--- src/rtl/core/assert_macros.svh ---
// Assertion macros used by the message ring queue engine (mrq_back).
// Expects clk and rst_n in the scope of the including module.
`ifndef ASSERT_MACROS_SVH
`define ASSERT_MACROS_SVH

// property checked at every clock edge outside reset
`define MRQ_ASSERT(label, prop, msg) \
  label: assert property (@(posedge clk) disable iff (!rst_n) prop) else $error(msg);

// condition that must never hold outside reset
`define MRQ_NEVER(label, cond, msg) \
  label: assert property (@(posedge clk) disable iff (!rst_n) !(cond)) else $error(msg);

`endif

--- src/rtl/core/mrq_pkg.sv ---
// Package of the message ring queue: sizes, codes, item types and helpers.
// No dependencies; used by every module under rtl/core.
package mrq_pkg;

  localparam int SLOTS     = 16;
  localparam int MSG_BYTES = 64;

  localparam int SLOT_W    = $clog2(SLOTS);
  localparam int CNT_W     = $clog2(SLOTS);
  localparam int LEN_W     = 7;
  localparam int OCC_W     = 4;
  localparam int DATA_W    = 8;
  localparam int CMD_W     = 2;
  localparam int STAT_W    = 2;
  localparam int MEM_DEPTH = SLOTS * MSG_BYTES;
  localparam int ADDR_W    = (MEM_DEPTH > 1) ? $clog2(MEM_DEPTH) : 1;

  localparam int QDEPTH    = 2;
  localparam int QPTR_W    = $clog2(QDEPTH);
  localparam int QCNT_W    = $clog2(QDEPTH + 1);

  localparam int OUT_TDATA_W = 24;

  localparam logic [CMD_W-1:0] CMD_PUSH = 2'd0;
  localparam logic [CMD_W-1:0] CMD_POP  = 2'd1;
  localparam logic [CMD_W-1:0] CMD_DROP = 2'd2;

  localparam logic [STAT_W-1:0] STAT_OK    = 2'd0;
  localparam logic [STAT_W-1:0] STAT_FULL  = 2'd1;
  localparam logic [STAT_W-1:0] STAT_EMPTY = 2'd2;
  localparam logic [STAT_W-1:0] STAT_TRUNC = 2'd3;

  typedef enum logic [1:0] {
    K_PUSH,
    K_POP,
    K_DROP,
    K_NOP
  } mrq_kind_t;

  typedef struct packed {
    mrq_kind_t         kind;
    logic [DATA_W-1:0] data;
    logic              last;
  } mrq_item_t;

  typedef struct packed {
    logic [STAT_W-1:0] status;
    logic [DATA_W-1:0] data;
    logic [LEN_W-1:0]  length;
    logic              last;
    logic [OCC_W-1:0]  occupancy;
  } mrq_result_t;

  function automatic logic [SLOT_W-1:0] next_slot(input logic [SLOT_W-1:0] s);
    next_slot = (s == SLOT_W'(SLOTS - 1)) ? '0 : s + SLOT_W'(1);
  endfunction

  function automatic logic [ADDR_W-1:0] byte_addr(input logic [SLOT_W-1:0] s,
                                                  input logic [LEN_W-1:0]  off);
    byte_addr = ADDR_W'(s) * ADDR_W'(MSG_BYTES) + ADDR_W'(off);
  endfunction

endpackage

--- src/rtl/core/mrq_queue.sv ---
// Short command queue between the input stage and the execution engine.
// Depends on mrq_pkg.
module mrq_queue (
  input  logic               clk,
  input  logic               rst_n,
  input  logic               wr_valid,
  output logic               wr_ready,
  input  mrq_pkg::mrq_item_t wr_item,
  output logic               rd_valid,
  input  logic               rd_ready,
  output mrq_pkg::mrq_item_t rd_item
);
  import mrq_pkg::*;

  mrq_item_t           entry_r [QDEPTH];
  logic [QPTR_W-1:0]   wr_ptr_r;
  logic [QPTR_W-1:0]   rd_ptr_r;
  logic [QCNT_W-1:0]   cnt_r;
  logic [QPTR_W-1:0]   wr_ptr_nxt;
  logic [QPTR_W-1:0]   rd_ptr_nxt;
  logic [QCNT_W-1:0]   cnt_nxt;
  logic                do_wr;
  logic                do_rd;

  assign wr_ready = (cnt_r != QCNT_W'(QDEPTH));
  assign rd_valid = (cnt_r != '0);
  assign rd_item  = entry_r[rd_ptr_r];
  assign do_wr    = wr_valid && wr_ready;
  assign do_rd    = rd_valid && rd_ready;

  always_comb begin
    wr_ptr_nxt = wr_ptr_r;
    rd_ptr_nxt = rd_ptr_r;
    cnt_nxt    = cnt_r;
    if (do_wr) begin
      wr_ptr_nxt = (wr_ptr_r == QPTR_W'(QDEPTH - 1)) ? '0 : wr_ptr_r + QPTR_W'(1);
    end
    if (do_rd) begin
      rd_ptr_nxt = (rd_ptr_r == QPTR_W'(QDEPTH - 1)) ? '0 : rd_ptr_r + QPTR_W'(1);
    end
    if (do_wr && !do_rd) begin
      cnt_nxt = cnt_r + QCNT_W'(1);
    end else if (do_rd && !do_wr) begin
      cnt_nxt = cnt_r - QCNT_W'(1);
    end
  end

  always_ff @(posedge clk) begin
    if (!rst_n) begin
      wr_ptr_r <= '0;
      rd_ptr_r <= '0;
      cnt_r    <= '0;
    end else begin
      wr_ptr_r <= wr_ptr_nxt;
      rd_ptr_r <= rd_ptr_nxt;
      cnt_r    <= cnt_nxt;
    end
  end

  always_ff @(posedge clk) begin
    if (do_wr) begin
      entry_r[wr_ptr_r] <= wr_item;
    end
  end

endmodule

--- config.mk ---
export PLATFORM = sky130hd
export DESIGN_NAME = mrq_queue
export DESIGN_NICKNAME = d
export VERILOG_FILES = /design/src/rtl/core/assert_macros.svh /design/src/rtl/core/mrq_pkg.sv /design/src/rtl/core/mrq_queue.sv
export SDC_FILE = /design/constraint.sdc
export NUM_CORES = 1
export LEC_CHECK = 0
export ABC_AREA = 1
export BUFFER_PORTS_ARGS = -buffer_cell sky130_fd_sc_hd__buf_2
export CORE_MARGIN = 3
export CORE_UTILIZATION = 50
export CTS_CLUSTER_SIZE = 14
export DETAILED_ROUTE_END_ITERATION = 10
export GPL_ROUTABILITY_DRIVEN = 0
export PLACE_DENSITY_LB_ADDON = 0.05
export SLEW_MARGIN = 25
export SYNTH_ARGS = -nofsm -noshare
export SYNTH_HDL_FRONTEND = slang
export SYNTH_SLANG_ARGS = --single-unit
--- constraint.sdc ---
create_clock -name clk -period 1.6 [get_ports clk]
set_input_delay 0.08 -clock clk [delete_from_list [all_inputs] [get_ports clk]]
set_output_delay 0.08 -clock clk [all_outputs]
set_load 0.02 [all_outputs]
### Word level (Yosys, flattened, before mapping)

Memories as Yosys holds them, arrays and structs flattened. A register that Yosys moved wholly into a read port is not among the register bits.
Cells that the tools add are included.
Widths: inputs -> output; s select.

* bits in registers: 4
* memory bits (writable): 22
* bits of input ports: 15
* output and inout port bits: 13
* word-level logic and storage cells: 25
* memories: 1

Memory list
* entry_r: words 2, width 11, rd ports 1, clocked after Yosys merged registers in 1, wr ports 1, line mrq_queue.sv:15 `mrq_item_t entry_r [QDEPTH];`

* $add $sub $neg: 4
* equal/unequal tests: 1
* multiplexer cells: 8
* reductions and logical operators: 8

Operators with widths (number)
* $mux 1: 6
* $logic_and 1x1->1: 4
* $mux 2: 2
* $reduce_bool 2->1: 2
* $add 1x1->1 const B: 2
* $add 2x1->2 const B: 1
* $logic_not 1->1: 2
* $ne 2x2->1 const B: 1
* $sub 2x1->2 const B: 1

### Longest topological paths before layout

* depth in word-level cells: 6
* gate-level depth with buffers: 11
* depth with buffers taken out: 11

### Least setup slack after synthesis

No wires, ideal clock.

* path kind: flip-flop to flip-flop
* start: reg cnt_r[0]
* end: mem entry_r[1][0] in the netlist's numbering, enable pin
* setup time: 0.378 ns
* arrival time: 1.109 ns
* required time: 1.222 ns
* slack: 0.113 ns
* stages on the path, launching flop included: 5
* buffers on the path: 0
* period minus slack after synthesis: 1.487 ns
* cell sequence: dfxtp_1 inv_2 nand2_2 nand2_4 nor2_1

* cells in the longest elaborated chain, start to end: 4

RTL lines
* start, declared: line mrq_queue.sv:18 `logic [QCNT_W-1:0] cnt_r;`
* start signal, assigned: line mrq_queue.sv:56 `cnt_r <= cnt_nxt;`
* $ne 2x2->1: line mrq_queue.sv:25 `assign wr_ready = (cnt_r != QCNT_W'(QDEPTH));`
* net wr_ready: line mrq_queue.sv:7 `output logic wr_ready,`
* $logic_and 1x1->1: line mrq_queue.sv:28 `assign do_wr = wr_valid && wr_ready;`
* $mux 1: line mrq_queue.sv:61 `if (do_wr) begin`
* $mux 1 (not written as such): line mrq_queue.sv:62 `entry_r[wr_ptr_r] <= wr_item;`
* end, declared: line mrq_queue.sv:15

The timed path passes the listed nets, and every way through them passes these cells.

==> flow_metrics.env <==
export IMPL_drt_first_pass_iters=4
export IMPL_clk_path_buf_depth=2
export IMPL_worstPathArrival_ns=1.34
export IMPL_cts_made_buffers=3
export IMPL_layout_common_cells="buf_2 (27), edfxtp_1 (22), mux2_2 (11), dlygate4sd3_1 (11), nor2_1 (8)"
export IMPL_post_route_util_pct=73.0
export IMPL_pre_cts_ws_ns=0.278
export IMPL_drc=0
export IMPL_status="finished clean"
export IMPL_tightest_slew_ns=0.252
export IMPL_grt_usage_pct=14.7
export IMPL_postCtsSetupBuffers=0
export IMPL_num_rows=15
export IMPL_totalWireLength_mm=1.70
export IMPL_synth_area_leaders="edfxtp_1 (63%), mux2_2 (12%), dfxtp_1 (9.6%)"
export IMPL_grt_overflow_total=0
export IMPL_path_clk_slew_ns=0.14
export IMPL_dpl_cell_area_um2=1220
export IMPL_post_route_cell_area_um2=1360
export IMPL_drt_wirelength_per_cell_um=12.2
export IMPL_timing_rr_start="cnt_r[0]"
export IMPL_grt_antenna_before_repair=0
export IMPL_cp_start_kind="register"
export IMPL_dp_cells=124
export IMPL_cp_required_ns=1.52
export IMPL_drtAntennaViolNets=0
export IMPL_ys_warn_count=0
export IMPL_netlist_area_um2=1050
export IMPL_finalSetupViolations=0
export IMPL_power_density_nw_per_um2=1400
export IMPL_portBuffers=27
export IMPL_power_leakage_uw=0.000555
export IMPL_fin_cells=139
export IMPL_ys_seq_elements=27
export IMPL_syn_to_final_growth_pct=29.5
export IMPL_chipWidth_um=51.8
export IMPL_ctsHtreeMaxLevel=1
export IMPL_fill_cells=133
export IMPL_syn_num_nets=87
export IMPL_yosysTopAreaCell="edfxtp_1"
export IMPL_vias=673
export IMPL_clock_sinks=27
export IMPL_io_pins=28
export IMPL_max_vdd_ir_drop_uv=946
export IMPL_nets=131
export IMPL_fin_worst_skew_ns=0.00283
export IMPL_grt_max_degree=16
export IMPL_maxSlewViolCount=0
export IMPL_hold_class="input pin to register"
export IMPL_initial_utilization_pct=56.4
export IMPL_hold_start="rst_n"
export IMPL_rsz0062_at_grt="no"
export IMPL_cp_max_fo=11
export IMPL_max_cap_violations=0
export IMPL_cts_root_buf="clkbuf_4"
export IMPL_syn_instance_count=71
export IMPL_yosysSeqAreaShare_pct=72.6
export IMPL_fp_coreArea_um2=1860
export IMPL_dieArea_um2=2680
export IMPL_min_period_over_period_pct=88.9
export IMPL_drt_first_iter_violations=9
export IMPL_final_common_cell="buf_2"
export IMPL_grt_pass1_wl_mm=2.88
export IMPL_drive_gt1_share_pct=43.0
export IMPL_period_minus_slack_ns=1.42
export IMPL_end_kind="output pin"
export IMPL_clock_fmax_ghz=0.703
export IMPL_first_global_vias=718
export IMPL_setup_tns_ns=0
export IMPL_worst_skew_pair_late_latency_ns=0.31
export IMPL_synth_cell_types=17
export IMPL_dp_hpwl_mm=1.24
export IMPL_fin_ws_ns=0.178
export IMPL_slew_headroom_pct=83.2
export IMPL_die_h_um=51.8
export IMPL_crit_type="register to output pin"
export IMPL_yosys_area_top_type_share_pct=63.1
export IMPL_antennaDiodeCount=0
export IMPL_hold_viol=0
export IMPL_tritoncts="built"
export IMPL_avgSynthCellArea_um2=14.8
export IMPL_vias_per_cell=4.84
cells in the mapped netlist:
cell,number
nor2_1,8
nand2_4,1
edfxtp_1,22
clkinv_2,1
nand2_2,1
nand3_1,1
nand4_1,1
ha_1,1
inv_2,1
o21ai_0,2
a21oi_1,1
mux2_2,11
inv_1,6
o21a_1,1
nand2_1,7
dfxtp_1,5
buf_6,1
sequential cells by signal, summed over array words and instances (netlist names), named ones only:
name,flops
rd_ptr_r,1
wr_ptr_r,1
cnt_r,2
entry_r,22
power breakdown:
part           internal, µW  leakage, µW  switching [µW]
Combinational           270     0.000290             375
Clock                  93.5    0.0000177             187
Sequential              895     0.000247            73.3
Total                  1260     0.000555             636
layout make-up:
cell class / count / area [µm²] / share of cell area (%)
well taps: 25 / 31.3 / 2.31
repair buffers: 40 / 260 / 19.2
multi-input cells: 35 / 244 / 18.0
inverters: 8 / 31.3 / 2.31
clock buffers: 3 / 22.5 / 1.66
clock inverters: 1 / 5.00 / 0.369
flip-flops and latches: 27 / 762 / 56.2
final timing paths:
kind / endpoint / slack [ns] / depth (start not counted)
worst min register to register: cnt_r[0] / 0.53 / 2
worst min-delay path: cnt_r[1] / 0.006 / 3
worst max register to register: cnt_r[1] / 0.26 / 10
worst max-delay path: rd_item[8] / 0.18 / 2
timing repair:
action,4_1_cts,5_1_grt
hold endpoints to repair,22,0
hold buffers,11,0
setup endpoints to repair,11,0
resized for setup,1,0
kinds of logic (layout without fill, tap and decap cells):
logic type	count (synthesis)	after routing	synth area share, %
flops	27	27	72.6
simple gates	19	19	8.13
fa+ha+maj	1	1	1.19
buf+inv	9	52	4.06
mux	11	11	11.8
compound gates	4	4	2.15
critical path, cell delays in order, from the launching register on:
cell and delay [ns]:
dfxtp_2 0.50, mux2_2 0.37, buf_2 0.16
layer usage:
layer  vias to the layer above  GRT usage [%]  share of wire (%)
met4                         0           3.93                1.0
met1                       318           14.3                 40
li1                        338              -                  -
met5                         -              0                  0
met3                         2           3.44                3.8
met2                        15           30.1                 55
stage by stage:
stage / hold slack [ns] / total power (µW)
finish: 0.00610 / 1890
global placement: 0.268 / 1600
global route: 0.00839 / 2010
detailed placement: 0.273 / 1620
floorplan: 0.179 / 1430
CTS: 0.00551 / 1910
(Power assumes the default switching activity.)
