<file path="config.mk">
export PLATFORM = sky130hd
export DESIGN_NAME = mrq_front
export DESIGN_NICKNAME = d
export VERILOG_FILES = /design/src/rtl/core/assert_macros.svh /design/src/rtl/core/mrq_pkg.sv /design/src/rtl/core/mrq_front.sv
export SDC_FILE = /design/constraint.sdc
export NUM_CORES = 1
export LEC_CHECK = 0
export BUFFER_PORTS_ARGS = -buffer_cell sky130_fd_sc_hd__buf_2
export CORE_AREA = 2 2 39 41
export DETAILED_ROUTE_END_ITERATION = 8
export DIE_AREA = 0 0 41 43
export PLACE_DENSITY = 0.65
export SYNTH_ARGS = -nofsm -noshare
export SYNTH_HDL_FRONTEND = slang
export SYNTH_SLANG_ARGS = --single-unit
</file>
<file path="constraint.sdc">
create_clock -name clk -period 1.22 [get_ports clk]
set_input_delay 0.183 -clock clk [delete_from_list [all_inputs] [get_ports clk]]
set_output_delay 0.183 -clock clk [all_outputs]
set_load 0.005 [all_outputs]
</file>
<file path="src/rtl/core/assert_macros.svh">
// Assertion macros used by the message ring queue engine (mrq_back).
// Expects clk and rst_n in the scope of the including module.
`ifndef ASSERT_MACROS_SVH
`define ASSERT_MACROS_SVH

// property checked at every clock edge outside reset
`define MRQ_ASSERT(label, prop, msg) \
  label: assert property (@(posedge clk) disable iff (!rst_n) prop) else $error(msg);

// condition that must never hold outside reset
`define MRQ_NEVER(label, cond, msg) \
  label: assert property (@(posedge clk) disable iff (!rst_n) !(cond)) else $error(msg);

`endif

</file>
<file path="src/rtl/core/mrq_pkg.sv">
// Package of the message ring queue: sizes, codes, item types and helpers.
// No dependencies; used by every module under rtl/core.
package mrq_pkg;

  localparam int SLOTS     = 16;
  localparam int MSG_BYTES = 64;

  localparam int SLOT_W    = $clog2(SLOTS);
  localparam int CNT_W     = $clog2(SLOTS);
  localparam int LEN_W     = 7;
  localparam int OCC_W     = 4;
  localparam int DATA_W    = 8;
  localparam int CMD_W     = 2;
  localparam int STAT_W    = 2;
  localparam int MEM_DEPTH = SLOTS * MSG_BYTES;
  localparam int ADDR_W    = (MEM_DEPTH > 1) ? $clog2(MEM_DEPTH) : 1;

  localparam int QDEPTH    = 2;
  localparam int QPTR_W    = $clog2(QDEPTH);
  localparam int QCNT_W    = $clog2(QDEPTH + 1);

  localparam int OUT_TDATA_W = 24;

  localparam logic [CMD_W-1:0] CMD_PUSH = 2'd0;
  localparam logic [CMD_W-1:0] CMD_POP  = 2'd1;
  localparam logic [CMD_W-1:0] CMD_DROP = 2'd2;

  localparam logic [STAT_W-1:0] STAT_OK    = 2'd0;
  localparam logic [STAT_W-1:0] STAT_FULL  = 2'd1;
  localparam logic [STAT_W-1:0] STAT_EMPTY = 2'd2;
  localparam logic [STAT_W-1:0] STAT_TRUNC = 2'd3;

  typedef enum logic [1:0] {
    K_PUSH,
    K_POP,
    K_DROP,
    K_NOP
  } mrq_kind_t;

  typedef struct packed {
    mrq_kind_t         kind;
    logic [DATA_W-1:0] data;
    logic              last;
  } mrq_item_t;

  typedef struct packed {
    logic [STAT_W-1:0] status;
    logic [DATA_W-1:0] data;
    logic [LEN_W-1:0]  length;
    logic              last;
    logic [OCC_W-1:0]  occupancy;
  } mrq_result_t;

  function automatic logic [SLOT_W-1:0] next_slot(input logic [SLOT_W-1:0] s);
    next_slot = (s == SLOT_W'(SLOTS - 1)) ? '0 : s + SLOT_W'(1);
  endfunction

  function automatic logic [ADDR_W-1:0] byte_addr(input logic [SLOT_W-1:0] s,
                                                  input logic [LEN_W-1:0]  off);
    byte_addr = ADDR_W'(s) * ADDR_W'(MSG_BYTES) + ADDR_W'(off);
  endfunction

endpackage

</file>
<file path="src/rtl/core/mrq_front.sv">
// Input stage of the message ring queue: registers and classifies commands.
// Depends on mrq_pkg.
module mrq_front (
  input  logic                         clk,
  input  logic                         rst_n,
  input  logic                         in_tvalid,
  output logic                         in_tready,
  input  logic [mrq_pkg::DATA_W-1:0]   in_tdata,   // [7:0] data_in
  input  logic                         in_tlast,
  input  logic [mrq_pkg::CMD_W-1:0]    in_tuser,   // [1:0] cmd
  output logic                         item_valid,
  input  logic                         item_ready,
  output mrq_pkg::mrq_item_t           item
);
  import mrq_pkg::*;

  logic      valid_r;
  mrq_item_t item_r;
  mrq_kind_t kind;

  always_comb begin
    case (in_tuser)
      CMD_PUSH: kind = K_PUSH;
      CMD_POP:  kind = K_POP;
      CMD_DROP: kind = K_DROP;
      default:  kind = K_NOP;
    endcase
  end

  assign in_tready  = !valid_r || item_ready;
  assign item_valid = valid_r;
  assign item       = item_r;

  always_ff @(posedge clk) begin
    if (!rst_n) begin
      valid_r <= 1'b0;
    end else if (in_tready) begin
      valid_r <= in_tvalid;
    end
  end

  always_ff @(posedge clk) begin
    if (in_tvalid && in_tready) begin
      item_r.kind <= kind;
      item_r.data <= in_tdata;
      item_r.last <= in_tlast;
    end
  end

endmodule

</file>
# Yosys cells after proc, flatten, opt, wreduce, memory -nomap -nowiden
# Index checks and enable logic that the tools add are counted.
# W data, S select, Z words.
word_totals:
  regBits: 12
  inputBits: 15
  output_inout_bits: 13
  wordCells: 11
classes:
  n_eq_ne: 2
  mux: 1
  reduce_logical: 4
ops:
  columns: ["operator", "count"]
  rows:
  - ["$pmux W2 S3", 1]
  - ["$eq A2 B1 Y1 const B", 1]
  - ["$eq A2 B2 Y1 const B", 1]
  - ["$logic_not A2 Y1", 1]
  - ["$logic_and A1 B1 Y1", 1]
  - ["$logic_not A1 Y1", 1]
  - ["$logic_or A1 B1 Y1", 1]

# Depth between registers and ports, before layout
# Gate-level depths: netlist of run 1.
logic_depth:
  depth_word: 3
  depth_mapped: 2
  ltp_nobuf: 2

# Worst setup path after synthesis of run 1
# Ideal clock, no wire load.
synth_timing:
  kind: "register -> register"
  startpoint: "register valid_r (netlist: item_valid)"
  endpoint: "register item_r, in the netlist item[0], enable pin"
  setup_time_ns: 0.304
  t_arrival_ns: 0.612
  required_time_ns: 0.916
  setup_slack_ns: 0.304
  path_stages_with_launch: 3
  path_buffers: 0
  synth_period_minus_slack_ns: 0.916
  cell_sequence: "dfxtp_1 > nand2b_4 > and2_4"
synth_via:
  elab_chain_cells: 3
synth_lines:
  columns: ["item", "line", "source"]
  rows:
  - ["start: declaration", "mrq_front.sv:17", "logic valid_r;"]
  - ["start signal: assignment", "mrq_front.sv:38", "valid_r <= in_tvalid;"]
  - ["$logic_not A1 Y1", "mrq_front.sv:30", "assign in_tready = !valid_r || item_ready;"]
  - ["$logic_or A1 B1 Y1", "mrq_front.sv:30", null]
  - ["net in_tready", "mrq_front.sv:7", "output logic in_tready,"]
  - ["$logic_and A1 B1 Y1", "mrq_front.sv:43", "if (in_tvalid && in_tready) begin"]
  - ["end: declaration", "mrq_front.sv:18", "mrq_item_t item_r;"]
# The timed path passes the listed nets, and every way through them passes these cells.
# A chain may end at the register's enable or synchronous reset.

# Final worst setup path of run 1
layout_timing:
  startpoint: "register valid_r (netlist: item_valid)"
  endpoint: "output port in_tready"
layout_via:
  elab_chain_cells: 2
layout_lines:
  columns: ["item", "line"]
  rows:
  - ["$logic_not A1 Y1", "mrq_front.sv:30"]
  - ["$logic_or A1 B1 Y1", "mrq_front.sv:30"]
  - ["end: declaration", "mrq_front.sv:7"]
# No other way between the ends.

==> impl_metrics.yaml, run 1 <==
outcome:
  outcome: "completed"
sta:
  hold_viol: 0
  tns_ps: 0
  skew_ps: 2.241
  finalCritPeriodShare: 0.8366
  setup_viol: 0
  layout_setup_ws_ps: 199.3
  drv_slew: 0
  maxSlewHeadroom: 0.8995
  rsz0062_at_grt: "false"
  tightest_slew_ps: 150.7
  clock.fmax_ghz: 0.9797
  fin_crit_ps: 1021
power_and_ir_drop:
  netSwitchingFraction: 0.1807
  switchingPower_uw: 153.5
  p_int_uw: 695.9
  p_per_area_nw_per_um2: 1466
  p_seq_frac: 0.569
  irDropWorstVdd_mv: 0.5362
  power_frac_comb: 0.078
  power_frac_clock: 0.354
  p_leak_uw: 0.0002622
routing:
  via_count: 257
  wirelength_um: 631
  drtIter0Drc: 4
  drc: 0
  via_per_inst: 4.079
  first_pass_iters: 3
  antenna_left: 0
  routedWlPerCell_um: 10.02
die:
  die_w_um: 41
  ios: 28
  start_util: 0.2857
  rows: 14
  core_um2: 1384
  die_area_um2: 1763
  die_h_um: 43
synth:
  synth_area_per_cell_um2: 21.97
  yosysUniqueCellTypes: 7
  yosys_warnings: 0
  synthCells: 18
  yosysSeqAreaShare: 0.8861
  synth_area_um2: 395.4
  syn_nets: 33
  ys_ff_latch: 12
place:
  place_ws_ps: 286.3
  numPortBuffers: 27
  gp_congestion: 0.5445
worst_hold_path:
  hp-class: "in2reg"
  whs_path_depth: 1
setup_path:
  path_cells: "nand2b_4 > buf_2"
  crit_path_end: "in_tready"
  startpoint: "item_valid"
  r2r-start: "item_valid"
  crit_required_ps: 1040
  endpoint_kind: "primary output"
  worstRegToRegCells: 2
  r2r-end: "item[9]"
  arrival_ps: 840
  max_stage_delay_ps: 380
  crit_path_start_kind: "register"
  critical_path_class: "reg2out"
  critPathMaxFanout: 3
  rrSetupSlack_ps: 270
  cpMaxStageDelayCell: "dfxtp_1"
final_layout:
  area_delta_synth_final_pct: 46.52
  regArea_um2: 350.3
  final_cell_mix: "buf_2 (27), edfxtp_1 (11), clkbuf_4 (3)"
  antenna_cells: 0
  fin_nets: 63
  fillerInstances: 133
  drive_gt1_frac: 0.7234
  multi_input_area_um2: 33.78
  final_common_cell: "buf_2"
grt:
  grt_first_pass_wirelength_um: 862
  antenna_found_initial: 0
  grt_overflow_total: 0
  grt_max_degree: 12
  grt_usage: 0.07897
  grt_pass1_vias: 219
cts:
  insertion_delay_ps: 260
  post_cts_resized: 0
  clk_pin_slew_ps: 70
  cts_hold_buffers: 0
  cts_max_level: 1
  cts.sink_count: 12
  cts_tree: "built"
  clock_tree.root_cell: "clkbuf_4"
  cts.path.max_buffers: 2
  numCtsBuffers: 3
  post_cts_buffers: 0
job:
  drv_cap: 0
critical path, delay by kind of cell (launching register included):
family	cells	cell delay, ps
buffers and inverters	1	120
DFF	1	380
and+or+nand+nor	1	70
per-stage QoR:
stage	cells	instance area (um2)	total power [uW]	utilization	hold slack (ps)
detailed placement	59	543.0	559.9	0.3924	361.7
global route	63	579.3	897.0	0.4186	69.83
finish	63	579.3	849.4	0.4186	89.99
CTS	63	579.3	864.8	0.4186	80.60
floorplan	18	395.4	515.2	-	281.9
global placement	59	543.0	558.4	0.3924	361.7
power groups by stage:
stage,sequential (uW),combinational (uW),clock (uW)
2_1_floorplan,497,18.4,0
3_3_place_gp,492,66.4,0
3_5_place_dp,492,67.5,0
4_1_cts,483,67.4,314
5_1_grt,485,73.7,338
6_report,483,65.9,300
synthesized netlist by cell type:
master | count | share of area
edfxtp_1 | 11 | 0.84
inv_1 | 1 | 0.0095
clkbuf_1 | 2 | 0.019
nand2b_4 | 1 | 0.035
a21boi_2 | 1 | 0.028
dfxtp_1 | 1 | 0.051
and2_4 | 1 | 0.022
cell families (layout without fill, tap and decap cells):
| family | after synthesis | in the layout | share of synthesized area |
|---|---|---|---|
| buffers and inverters | 3 | 32 | 0.02848 |
| AO/OA/AOI/OAI | 1 | 1 | 0.02848 |
| flip-flops | 12 | 12 | 0.8861 |
| AND/OR/NAND/NOR | 2 | 2 | 0.05696 |
layout make-up:
class | instances | share of cell area
Clock buffer | 4 | 0.06263
Inverter | 1 | 0.006479
Sequential cell | 12 | 0.6048
Timing Repair Buffer | 27 | 0.2333
Tap cell | 16 | 0.03456
Multi-Input combinational cell | 3 | 0.05832
how the worst min path moves through the flow:
stage	start	end	slack, ps
after floorplan	in_tlast	item[0]	280
after global placement	in_tdata[3]	item[4]	360
after detailed placement	in_tdata[3]	item[4]	360
after CTS	in_tdata[4]	item[5]	80
after global routing	in_tdata[4]	item[5]	70
final	in_tdata[4]	item[5]	90
registers in the layout, summed over array words and instances, names as in the netlist:
| name | count |
|---|---|
| item | 11 |
| item_valid | 1 |
per-layer routing:
metal | vias up | wire, um | track usage
met4 | 0 | 0 | 0.04000
met5 | - | 0 | 0
met1 | 114 | 246 | 0.07586
met3 | 0 | 125 | 0.06283
met2 | 22 | 259 | 0.1156
li1 | 121 | - | -
(Power assumes the default switching activity.)
==> run 2, diff against run 1 <==
--- a/config.mk
+++ b/config.mk
@@ -9,7 +9,7 @@
 export CORE_AREA = 2 2 39 41
 export DETAILED_ROUTE_END_ITERATION = 8
 export DIE_AREA = 0 0 41 43
-export PLACE_DENSITY = 0.65
+export PLACE_DENSITY = 0.68
 export SYNTH_ARGS = -nofsm -noshare
 export SYNTH_HDL_FRONTEND = slang
 export SYNTH_SLANG_ARGS = --single-unit
==> constraint.sdc (replaced) <==
create_clock -name clk -period 0.9 [get_ports clk]
set_input_delay 0.135 -clock clk [delete_from_list [all_inputs] [get_ports clk]]
set_output_delay 0.135 -clock clk [all_outputs]
set_load 0.005 [all_outputs]
==> run 2 against run 1 <==
Effect of this change: register-to-register slack lost 330 ps; sequential power is 36% higher; die area unchanged; worst setup slack worse by 320 ps; total power increased by 29%; first-iteration DRC count fell by 100%; highest routed layer unchanged; sequential cell count did not move; critical path type unchanged; the flow now finishes with violations (negative setup slack); clock skew grew 4.4 ps; clock power is 8.0% higher; sequential share of layout area decreased by 3.7 points; wire length is 18% higher.
==> impl_metrics.yaml, run 2 (synthesis results as in run 1) <==
grt:
  grt_usage: 0.07889
  antenna_found_initial: 0
  grt_first_pass_wirelength_um: 917
  grt_max_degree: 12
  grt_overflow_total: 0
  grt_pass1_vias: 248
sta:
  rsz0062_at_grt: "true"
  drv_slew: 0
  layout_setup_ws_ps: -117.0
  hold_viol: 0
  tightest_slew_ps: 92.45
  setup_viol: 13
  finalCritPeriodShare: 1.130
  clock.fmax_ghz: 0.9833
  maxSlewHeadroom: 0.9384
  fin_crit_ps: 1017
  skew_ps: 6.650
final_layout:
  final_cell_mix: "buf_2 (26), edfxtp_1 (11), clkbuf_4 (3), buf_4 (3)"
  drive_gt1_frac: 0.7500
  area_delta_synth_final_pct: 56.65
  final_common_cell: "buf_2"
  layout.cells.non_filler: 68
  antenna_cells: 0
  fillerInstances: 135
  multi_input_area_um2: 42.54
  largest_reg_flops: 11
  regArea_um2: 351.6
  fin_nets: 68
cts:
  clk_pin_slew_ps: 70
  clock_tree.root_cell: "clkbuf_4"
  cts_max_level: 1
  cts_tree: "built"
  insertion_delay_ps: 260
  cts.path.max_buffers: 2
  numCtsBuffers: 3
  cts.sink_count: 12
setup_path:
  endpoint_kind: "primary output"
  cp_common_cell: "buf_6"
  path_cells: "nand2b_4 > buf_6 > buf_6"
  critical_path_class: "reg2out"
  r2r-start: "item_valid"
  cpMaxStageDelayCell: "dfxtp_2"
  critPathMaxFanout: 3
  cp_top_family: "flip-flops"
  crit_path_start_kind: "register"
  startpoint: "item_valid"
  max_stage_delay_ps: 350
  timing.critical_path.buf_inv: 2
  arrival_ps: 880
  crit_required_ps: 760
die:
  die_h_um: 43
  rows: 14
  die_w_um: 41
  start_util: 0.2857
  die_area_um2: 1763
  ios: 28
  core_um2: 1384
power_and_ir_drop:
  irDropWorstVdd_mv: 0.7343
  p_per_area_nw_per_um2: 1764
  p_leak_uw: 0.0002833
routing:
  top_layer_used: "met3"
  first_pass_iters: 1
  dr_wl_met3_um: 138
  via_count: 265
  drc: 0
  antenna_left: 0
  wl_met1_um: 349
  via_per_inst: 3.897
  routedWlPerCell_um: 10.93
  dr_wl_met2_um: 255
  wirelength_um: 743
  drtIter0Drc: 0
outcome:
  violations: "negative setup slack"
  outcome: "finished, violations left"
place:
  placedCellCount: 60
  numPortBuffers: 27
  place_ws_ps: -9.193
  gp_congestion: 0.5686
worst_hold_path:
  hp-class: "in2reg"
  min_from: "in_tuser[0]"
job:
  drv_cap: 0
## run 2: stage by stage
| step | util | setup TNS [ps] | area [um2] | power [uW] | hold WS (ps) |
|---|---|---|---|---|---|
| final | 0.4476 | -686.6 | 619.3 | 1093 | 45.11 |
| after global routing | 0.4476 | -1229 | 619.3 | 1146 | 28.54 |
| after CTS | 0.4304 | -377.0 | 595.6 | 1101 | 35.00 |
| after detailed placement | 0.3987 | -98.03 | 551.8 | 764.8 | 313.3 |
| after global placement | 0.3987 | 0 | 551.8 | 762.6 | 315.9 |
| after floorplan | - | 0 | 396.6 | 699.1 | 233.9 |
## run 2: where the power goes
part	switching (uW)	total, uW	internal (uW)
logic	43.8	113	69.0
registers	8.98	656	647
clock network	153	324	171
## run 2: per-layer routing
layer / up-vias / global-route usage
met5: - / 0
met4: 0 / 0.06000
met3: 0 / 0.03141
met2: 28 / 0.1000
met1: 106 / 0.1031
li1: 131 / -
## run 2: final timing paths
path	endpoint	slack, ps	depth (start not counted)
min reg2reg	item_valid	670	4
max	in_tready	-120	3
max reg2reg	item[4]	-60	3
min	item[9]	50	1
## run 2: worst register-to-register path: stages (launching register included)
cell and delay [ps]:
dfxtp_2 330, nand2b_4 70, buf_4 100, and2_4 170
## run 2: final cells by class
cell class | count | share of cell area
Inverter | 1 | 0.006061
Multi-Input combinational cell | 4 | 0.06869
Sequential cell | 12 | 0.5677
Timing Repair Buffer | 31 | 0.2828
Clock buffer | 4 | 0.04242
Tap cell | 16 | 0.03232
## run 2: repair_timing
item	in CTS	in global routing
setup buffers	1	2
endpoints found under the setup margin	16	23
hold buffers	0	0
cloned	0	1
resized for setup	2	1
==> run 3, diff against run 2 <==
--- a/config.mk
+++ b/config.mk
@@ -5,7 +5,7 @@
 export SDC_FILE = /design/constraint.sdc
 export NUM_CORES = 1
 export LEC_CHECK = 0
-export BUFFER_PORTS_ARGS = -buffer_cell sky130_fd_sc_hd__buf_2
+export BUFFER_PORTS_ARGS = -buffer_cell sky130_fd_sc_hd__clkbuf_2
 export CORE_AREA = 2 2 39 41
 export DETAILED_ROUTE_END_ITERATION = 8
 export DIE_AREA = 0 0 41 43
==> run 3 against run 2 <==
Effect of this change: the run still ends with negative setup slack left; sequential power is essentially flat; critical endpoint unchanged; combinational power shrank 13%; clock skew shrank 5.9 ps; register-to-register slack gained 40 ps; wire length shrank 0.40%.
==> impl_metrics.yaml, run 3 (synthesis results as in run 1) <==
cts:
  cts_hold_buffers: 0
  cts_tree: "built"
  clock_tree.root_cell: "clkbuf_4"
  cts.path.max_buffers: 2
  cts_max_level: 1
  numCtsBuffers: 3
  insertion_delay_ps: 260
  clk_pin_slew_ps: 70
  cts.sink_count: 12
power_and_ir_drop:
  power_frac_comb: 0.091
  power_frac_clock: 0.300
  p_per_area_nw_per_um2: 1831
  p_int_uw: 864.8
  switchingPower_uw: 214.5
  netSwitchingFraction: 0.1987
  irDropWorstVdd_mv: 0.8122
  p_leak_uw: 0.0002734
  p_seq_frac: 0.609
  p_total_uw: 1079
final_layout:
  final_cell_mix: "clkbuf_2 (27), edfxtp_1 (11), clkbuf_4 (3)"
  final_area_um2: 589.3
  final_common_cell: "clkbuf_2"
  drive_gt1_frac: 0.7347
  largest_reg_flops: 11
  fin_nets: 65
  antenna_cells: 0
  area_delta_synth_final_pct: 49.05
setup_path:
  max_stage_delay_ps: 350
  r2r-start: "item_valid"
  cpMaxStageDelayCell: "dfxtp_2"
  cp_top_family: "flip-flops"
  rrSetupSlack_ps: -20
  crit_path_end: "in_tready"
  timing.critical_path.buf_inv: 2
  worstRegToRegCells: 2
  startpoint: "item_valid"
  critPathMaxFanout: 2
  path_cells: "nand2b_4 > buf_6 > clkbuf_2"
  critical_path_class: "reg2out"
  crit_path_start_kind: "register"
  r2r-end: "item[6]"
  arrival_ps: 880
  critical_path_cell_count: 3
  crit_required_ps: 760
  endpoint_kind: "primary output"
routing:
  routedWlPerCell_um: 11.38
  first_pass_iters: 1
  drtIter0Drc: 0
  via_per_inst: 4.000
  antenna_left: 0
  wirelength_um: 740
  drc: 0
  via_count: 260
sta:
  tightest_slew_ps: 147.3
  fin_crit_ps: 1011
  skew_ps: 0.7606
  finalCritPeriodShare: 1.124
  clock.fmax_ghz: 0.9887
  timing.hold.ws_ps: 44.17
  setup_viol: 13
  drv_slew: 0
  rsz0062_at_grt: "true"
  maxSlewHeadroom: 0.9018
  hold_viol: 0
  layout_setup_ws_ps: -111.4
grt:
  grt_max_degree: 12
  grt_pass1_vias: 254
  antenna_found_initial: 0
  grt_usage: 0.09231
  grt_first_pass_wirelength_mm: 1.007
  grt_overflow_total: 0
worst_hold_path:
  hp-class: "in2reg"
outcome:
  outcome: "finished, violations left"
  violations: "negative setup slack"
die:
  start_util: 0.2857
  die_w_um: 41
  ios: 28
  die_area_um2: 1763
  core_um2: 1384
  die_h_um: 43
  rows: 14
place:
  numPortBuffers: 27
  gp_congestion: 0.5645
  dpl_cell_area_um2: 551.8
job:
  drv_cap: 0
run 3: cell count changes in the layout (fill, tap and decap cells not counted), sizes merged:
cell / change
clkbuf: +26
clkinv: +1
and2: -1
buf: -29
run 3: how the worst min path moves through the flow:
| stage | startpoint | endpoint | slack [ps] | cells past startpoint |
|---|---|---|---|---|
| detailed placement | in_tdata[0] | item[1] | 310 | 1 |
| CTS | in_tdata[0] | item[1] | 30 | 1 |
| global placement | in_tuser[1] | item[10] | 320 | 1 |
| global route | in_tuser[1] | item[10] | 20 | 1 |
| finish | in_tdata[2] | item[3] | 40 | 1 |
| floorplan | in_tlast | item[0] | 230 | 0 |
run 3: power groups by stage:
stage,Clock (uW),Sequential [uW],Combinational [uW]
global route,370,660,111
detailed placement,0,670,97.1
CTS,346,657,102
global placement,0,670,94.5
floorplan,0,674,25.1
finish,324,657,98.5
run 3: timing repair:
| item | CTS | global route |
|---|---|---|
| buffers inserted | 1 | 0 |
| setup endpoints to repair | 17 | 23 |
| resized for setup | 1 | 0 |
run 3: area by class of cell:
type	instances	area, um2
timing repair buffer	29	153.9
inverter	1	3.754
clock buffer	3	22.52
sequential	12	351.6
clock inverter	1	3.754
fill	141	794.5
multi-input combinational	3	33.78
tap	16	20.02
run 3: per-layer routing:
layer  wire [um]  global-route usage  up-vias
met3         149             0.06806        0
met5           0                   0        -
met1         295             0.09655      106
met4           0             0.04000        0
li1            -                   -      126
met2         294              0.1344       28
run 3: stage by stage:
| step | setup slack (ps) | util | TNS [ps] | cells |
|---|---|---|---|---|
| finish | -111.4 | 0.4259 | -284.2 | 65 |
| global route | -154.8 | 0.4259 | -889.5 | 65 |
| CTS | -128.5 | 0.4259 | -477.4 | 65 |
| detailed placement | -11.55 | 0.3987 | -122.9 | 60 |
| global placement | 11.64 | 0.3987 | 0 | 60 |
| floorplan | 1.775 | - | 0 | 18 |
